$ cat config.mk
export PLATFORM = sky130hd
export DESIGN_NAME = sorted_priority_queue
export DESIGN_NICKNAME = d
export VERILOG_FILES = /design/src/rtl/core/spq_pkg.sv /design/src/rtl/core/sorted_priority_queue.sv /design/src/rtl/core/spq_cell.sv
export SDC_FILE = /design/constraint.sdc
export NUM_CORES = 2
export LEC_CHECK = 0
export BUFFER_PORTS_ARGS = -buffer_cell sky130_fd_sc_hd__buf_2
export CORE_MARGIN = 10
export CORE_UTILIZATION = 55
export CTS_CLUSTER_DIAMETER = 40
export CTS_CLUSTER_SIZE = 40
export DETAILED_ROUTE_END_ITERATION = 6
export GPL_TIMING_DRIVEN = 0
export PLACE_DENSITY = 0.72
export SLEW_MARGIN = 10
export SYNTH_ARGS = -nofsm -noshare
export SYNTH_HDL_FRONTEND = slang
export SYNTH_SLANG_ARGS = --single-unit
$ cat constraint.sdc
create_clock -name clk -period 12.74 [get_ports clk]
set_input_delay 1.274 -clock clk [delete_from_list [all_inputs] [get_ports clk]]
set_output_delay 1.274 -clock clk [all_outputs]
set_load 0.03 [all_outputs]
$ cat src/rtl/core/spq_pkg.sv
// ----------------------------------------------------------------------------
// spq_pkg: shared types for the sorted priority queue
// Operation and status codes, the command broadcast along the cell chain and
// the entry word that passes between neighbor cells.
// ----------------------------------------------------------------------------
package spq_pkg;

	localparam int KeyW = 32;
	localparam int TagW = 16;
	localparam int OccW = 5;
	localparam int InW  = 56;
	localparam int OutW = 56;

	typedef enum logic [1:0] {
		OP_INSERT = 2'd0,
		OP_REMOVE = 2'd1,
		OP_CLEAR  = 2'd2,
		OP_NOP    = 2'd3
	} op_t;

	typedef enum logic [1:0] {
		ST_OK    = 2'd0,
		ST_EMPTY = 2'd1,
		ST_FULL  = 2'd2
	} status_t;

	typedef struct packed {
		logic                   valid;
		logic signed [KeyW-1:0] key;
		logic [TagW-1:0]        tag;
	} entry_t;

	typedef struct packed {
		op_t                    op;
		logic                   full;
		logic signed [KeyW-1:0] key;
		logic [TagW-1:0]        tag;
	} cmd_t;

endpackage

$ cat src/rtl/core/sorted_priority_queue.sv
// ----------------------------------------------------------------------------
// sorted_priority_queue: sorted list priority queue on a chain of cells
// The result word and every cell are registered at accept.
// Throughput: one word per cycle while m_tready does not stall the output.
// Reset clears the valid bits, the count and the output valid flag; stored
// keys and tags are not reset and are never read before being written.
// ----------------------------------------------------------------------------
module sorted_priority_queue #(
	parameter int CAPACITY = 16
) (
	input  logic                    clk,
	input  logic                    arst_n,
	input  logic                    s_tvalid,
	output logic                    s_tready,
	// [1:0] operation, [33:2] key, [49:34] payload_tag, [55:50] zero
	input  logic [spq_pkg::InW-1:0] s_tdata,
	output logic                    m_tvalid,
	input  logic                    m_tready,
	// [1:0] status, [2] out_valid, [34:3] out_key, [50:35] out_tag,
	// [55:51] occupancy
	output logic [spq_pkg::OutW-1:0] m_tdata
);
	import spq_pkg::*;

	localparam int CntW = $clog2(CAPACITY + 1);

	logic                   accept;
	op_t                    op_in;
	cmd_t                   cmd;
	logic                   full;
	logic                   empty;
	logic [CntW-1:0]        count_q;
	logic [CntW-1:0]        count_nxt;
	entry_t                 ent    [CAPACITY];
	logic                   ahead  [CAPACITY];
	logic [CAPACITY-1:0]    valid_vec;

	logic                   m_tvalid_q;
	status_t                status_q;
	logic                   out_valid_q;
	logic signed [KeyW-1:0] out_key_q;
	logic [TagW-1:0]        out_tag_q;
	logic [OccW-1:0]        occ_q;

	assign s_tready = !m_tvalid_q || m_tready;
	assign accept   = s_tvalid && s_tready;
	assign op_in    = op_t'(s_tdata[1:0]);
	assign full     = (count_q >= CntW'(CAPACITY));
	assign empty    = (count_q == '0);

	always_comb begin
		cmd.op   = accept ? op_in : OP_NOP;
		cmd.full = full;
		cmd.key  = s_tdata[33:2];
		cmd.tag  = s_tdata[49:34];
	end

	genvar gi;
	generate
		for (gi = 0; gi < CAPACITY; gi++) begin : g_cell
			entry_t left_ent;
			entry_t right_ent;
			logic   left_bef;

			if (gi == 0) begin : g_head
				assign left_ent = '{valid: 1'b1, key: '0, tag: '0};
				assign left_bef = 1'b1;
			end else begin : g_body
				assign left_ent = ent[gi-1];
				assign left_bef = ahead[gi-1];
			end

			if (gi == CAPACITY - 1) begin : g_tail
				assign right_ent = '{valid: 1'b0, key: '0, tag: '0};
			end else begin : g_mid
				assign right_ent = ent[gi+1];
			end

			spq_cell u_cell (
				.clk         (clk),
				.arst_n      (arst_n),
				.cmd         (cmd),
				.head        ((gi == 0) ? 1'b1 : 1'b0),
				.left        (left_ent),
				.left_before (left_bef),
				.right       (right_ent),
				.ent         (ent[gi]),
				.ahead       (ahead[gi])
			);

			assign valid_vec[gi] = ent[gi].valid;
		end
	endgenerate

	always_comb begin
		count_nxt = count_q;
		case (cmd.op)
			OP_INSERT: if (!full)  count_nxt = count_q + CntW'(1);
			OP_REMOVE: if (!empty) count_nxt = count_q - CntW'(1);
			OP_CLEAR:  count_nxt = '0;
			default:   count_nxt = count_q;
		endcase
	end

	always_ff @(posedge clk or negedge arst_n) begin
		if (!arst_n) begin
			count_q    <= '0;
			m_tvalid_q <= 1'b0;
		end else begin
			count_q <= count_nxt;
			if (accept) begin
				m_tvalid_q <= 1'b1;
			end else if (m_tready) begin
				m_tvalid_q <= 1'b0;
			end
		end
	end

	// result word: the head is read before the chain shifts
	always_ff @(posedge clk) begin
		if (accept) begin
			status_q    <= ST_OK;
			out_valid_q <= 1'b0;
			out_key_q   <= '0;
			out_tag_q   <= '0;
			occ_q       <= OccW'(count_nxt);
			case (op_in)
				OP_INSERT: if (full) status_q <= ST_FULL;
				OP_REMOVE: begin
					if (empty) begin
						status_q <= ST_EMPTY;
					end else begin
						out_valid_q <= 1'b1;
						out_key_q   <= ent[0].key;
						out_tag_q   <= ent[0].tag;
					end
				end
				default: status_q <= ST_OK;
			endcase
		end
	end

	assign m_tvalid = m_tvalid_q;
	assign m_tdata  = {occ_q, out_tag_q, out_key_q, out_valid_q, status_q};

`ifndef ASSERT_OFF
	a_count_matches_cells: assert property (@(posedge clk) disable iff (!arst_n)
		$countones(valid_vec) == 32'(count_q))
		else $error("count differs from number of valid cells");

	a_valid_prefix: assert property (@(posedge clk) disable iff (!arst_n)
		(count_q != '0) |-> ent[0].valid)
		else $error("queue not empty but head cell invalid");

	a_full_no_grow: assert property (@(posedge clk) disable iff (!arst_n)
		(accept && op_in == OP_INSERT && full) |=> (count_q == $past(count_q)))
		else $error("insert into full queue changed count");

	a_remove_pops: assert property (@(posedge clk) disable iff (!arst_n)
		(accept && op_in == OP_REMOVE && !empty) |=>
		(out_valid_q && out_key_q == $past(ent[0].key)))
		else $error("remove did not report the head entry");
`endif

endmodule

$ cat src/rtl/core/spq_cell.sv
// ----------------------------------------------------------------------------
// spq_cell: one slot of the sorted chain
// Holds one entry; on each command keeps it, takes the new entry, clears it,
// or takes the left entry (insert shift) or the right entry (remove shift).
// ----------------------------------------------------------------------------
module spq_cell (
	input  logic           clk,
	input  logic           arst_n,
	input  spq_pkg::cmd_t  cmd,
	input  logic           head,
	input  spq_pkg::entry_t left,
	input  logic           left_before,
	input  spq_pkg::entry_t right,
	output spq_pkg::entry_t ent,
	output logic           ahead
);
	import spq_pkg::*;

	logic                   valid_q;
	logic signed [KeyW-1:0] key_q;
	logic [TagW-1:0]        tag_q;
	entry_t                 nxt;

	assign ent = '{valid: valid_q, key: key_q, tag: tag_q};

	// an equal head stays in front of the new entry
	assign ahead = valid_q && ((key_q < cmd.key) || (head && (key_q == cmd.key)));

	always_comb begin
		nxt = ent;
		case (cmd.op)
			OP_INSERT: begin
				if (!cmd.full && !ahead) begin
					nxt.valid = valid_q | left.valid;
					if (left_before) begin
						nxt.key = cmd.key;
						nxt.tag = cmd.tag;
					end else begin
						nxt.key = left.key;
						nxt.tag = left.tag;
					end
				end
			end
			OP_REMOVE: nxt = right;
			OP_CLEAR:  nxt.valid = 1'b0;
			default:   nxt = ent;
		endcase
	end

	always_ff @(posedge clk or negedge arst_n) begin
		if (!arst_n) begin
			valid_q <= 1'b0;
		end else begin
			valid_q <= nxt.valid;
		end
	end

	always_ff @(posedge clk) begin
		key_q <= nxt.key;
		tag_q <= nxt.tag;
	end

endmodule
==> metrics.md <==
| Metric | Value |
|---|---|
| Outcome | complete, no violations |
| Drt total wl | 212000 um |
| Cts hold-fix bufs | 0 |
| ANT nets after route | 0 |
| Routability Congestion | 0.985 |
| Hold Crit Class | in2async |
| First-pass GRT wire length | 301000 um |
| Post-layout util | 0.636 |
| Crit path DAT | 7.65 ns |
| Slew Viols, Final | 0 |
| Post-synthesis cell count | 4701 |
| Worst Setup Start Kind | input port |
| Fmax | 138 MHz |
| Setup violators final | 0 |
| Vias after detailed routing | 45.5k |
| Total clock sinks | 846 |
| CP Launch Point | s_tdata[33] |
| RSZ-0062 raised after global routing | no |
| Crit Path Max Fanout | 27 |
| Cells on worst reg2reg path | 9 |
| Clock latency on the worst-skew pair | 0.77 ns |
| Register area share after synthesis | 0.479 |
| Synth-to-layout area growth | 14.7% |
| Clock Skew | 0.0336 ns |
| Ys flop type | edfxtp_1 |
| Layout filler cell count | 7514 |
| Required @ worst endpoint | 13.15 ns |
| Clock-pin slew on the worst setup and hold paths | 0.06 ns |
| Post-detail-place hpwl | 157000 um |
| Largest net degree at the start of global routing | 39 |
| Reg2reg start | g_cell[2].u_cell.key_q[31] |
| Routed wire per std cell | 33.2 um |
| Total congestion overflow | 0 |
| Post-synth top area share | 0.469 |
| Layout cells sized above 1 | 0.102 |
| Final instance area | 60500 um^2 |
| Antenna violations before repair | 14 |
| Initial Util | 0.555 |
| Final Cycle Share | 0.568 |
| Post-Syn Area | 52800 um^2 |
| Layout Nets | 5554 |
| Worst VDD drop | 0.000136 V |
| Cell Pwr Density | 163 nW/um^2 |
| Die outline area | 109000 um^2 |
| # Max-Cap Violations | 0 |
| Post-synth ARST share | 0.0260 |
| Least-Margin Pin Slew | 1.42 ns |
| Setup TNS | 0 ns |
| Initial DRC Count | 6699 |
| Post-synth top area cell | edfxtp_1 |
| Synth area leaders | edfxtp_1, ha_1, a221o_1 |
| Post_cts resized | 0 |
| Maximum clock path buffer count | 3 |
| GRT Overall Usage | 0.378 |
| Syn avg cell area | 11.2 um^2 |
| #FFs+latches synth | 846 |
| First-pass detailed-route iteration total | 7 |
| Total CTS buffers | 141 |
| Core area | 95200 um^2 |
| Final Hold Viols | 0 |
| CTS root buf | clkbuf_16 |
| Setup CP Type | in2reg |
| Most common cell in the netlist | edfxtp_1 |
| Yosys cell types | 71 |
| Overall power | 0.00985 W |
| Number of synthesized flops with an enable pin | 824 |
| Post-route minimum period | 7.24 ns |
| Vias in the first global route | 44.4k |
| Max-slew headroom | 0.0424 |
| TritonCTS clock tree | yes |
| Element type at the critical path end | flip-flop |
| Synth top cells by count | edfxtp_1, ha_1, nand2_1, o21ai_0 |
| Post-route DRC | 0 |
| Lkg Pwr | 24.1 nW |
| Width of the die | 330 um |
| Post-CTS Setup Bufs | 0 |
| Synth Warn # | 0 |
| Area after DPL | 55800 um^2 |
| Final hold slack | 0.508 ns |
| Die height | 330 um |
| Post-Syn Nets | 5265 |
| Vias per inst | 7.14 |
| IO Pins | 118 |
| Htree depth | 4 |
| Std-Cell Rows | 113 |
| IO Port Bufs | 111 |
==> stage by stage <==
step | cells | worst slack, ns
3_3_place_gp | 6077 | -1.82
5_1_grt | 6376 | 5.72
6_report | 6381 | 5.50
4_1_cts | 6369 | 5.92
2_1_floorplan | 4701 | 5.29
3_5_place_dp | 6112 | 5.19
==> area by class of cell <==
class	count	area (um^2)	share of cell area
antenna	12	30.0	0.000496
buffer	328	1360	0.0224
clock buffer	161	3690	0.0610
clock inverter	96	957	0.0158
inverter	145	547	0.00904
multi-input combinational	3382	25800	0.426
sequential	846	25300	0.418
tap	1265	1580	0.0262
timing repair buffer	146	1260	0.0208
==> worst paths after layout <==
kind	end	slack [ns]
max in group asynchronous	g_cell[5].u_cell.valid_q	11.84
worst min-delay path	count_q[0]	0.51
min in group clk	g_cell[14].u_cell.tag_q[9]	0.52
worst min register to register	g_cell[14].u_cell.tag_q[9]	0.52
worst max register to register	g_cell[2].u_cell.key_q[6]	6.36
worst max-delay path	g_cell[2].u_cell.key_q[6]	5.50
==> placed cells by master (no fill, tap or decap), drive strengths merged, types with 4 or more instances in the layout <==
cell	Yosys	routed
edfxtp	824	824
ha	504	504
nand2	480	480
o21ai	466	466
clkbuf	249	410
mux2i	295	295
a221o	293	293
nor3b	289	289
buf	79	225
a21o	181	181
a21oi	180	180
inv	145	163
nor2	101	101
o311ai	96	96
nor2b	81	81
nand4	76	76
clkinv	0	54
and2	51	51
mux2	48	48
nand2b	41	41
nand3	30	30
a211oi	30	30
dfrtp	22	22
o211ai	20	20
bufinv	0	14
nor3	13	13
diode	0	12
nor4	12	12
and4	11	11
clkinvlp	0	10
a221oi	10	10
o22ai	6	6
o21a	6	6
a2111oi	6	6
or2	6	6
o2111ai	5	5
a22oi	4	4
and3	4	4
==> per-layer routing <==
layer / part of all wire / wire length [um] / track usage / vias up
met3: 0.14 / 29100 / 0.126 / 845
li1: - / - / - / 19000
met2: 0.43 / 91100 / 0.561 / 3552
met5: 0.00066 / 139 / 0 / -
met4: 0.075 / 15800 / 0.259 / 20
met1: 0.36 / 75500 / 0.462 / 22200
==> sequential cells by signal, summed over array words and instances, names as in the netlist <==
register               flops
g_cell.u_cell.key_q      512
occ_q                      5
out_valid_q                1
out_key_q                 32
count_q                    5
status_q                   2
g_cell.u_cell.tag_q      256
out_tag_q                 16
m_tvalid                   1
g_cell.u_cell.valid_q     16
==> report_power, final <==
| group | leakage (nW) | switching, W | internal [W] | total (W) |
|---|---|---|---|---|
| clock network | 2.26 | 0.00146 | 0.00237 | 0.00384 |
| registers | 7.94 | 0.000204 | 0.00344 | 0.00364 |
| logic | 13.9 | 0.00154 | 0.000829 | 0.00237 |
==> cell families (layout without fill, tap and decap cells) <==
family | Yosys count | in the layout | synth area share
AOI/OAI and AO/OA | 1331 | 1331 | 0.177
xor gates and xnor gates | 1 | 1 | 0.000166
buffers and inverters | 473 | 876 | 0.0358
adders and majority gates | 504 | 504 | 0.119
and+or+nand+nor | 1203 | 1203 | 0.122
DFF | 846 | 846 | 0.479
other | 0 | 12 | 0
muxes | 343 | 343 | 0.0665
==> critical path: stages <==
cell and delay (ns):
buf_2 0.16, inv_1 0.81, ha_1 0.32, nand4_1 0.30
nor4_1 1.19, o211ai_1 0.68, nand3_1 1.00, buf_1 0.88
nand2_1 0.23, nand2_4 0.42, buf_12 0.28
Note: power is estimated with default switching activity, not from simulation.
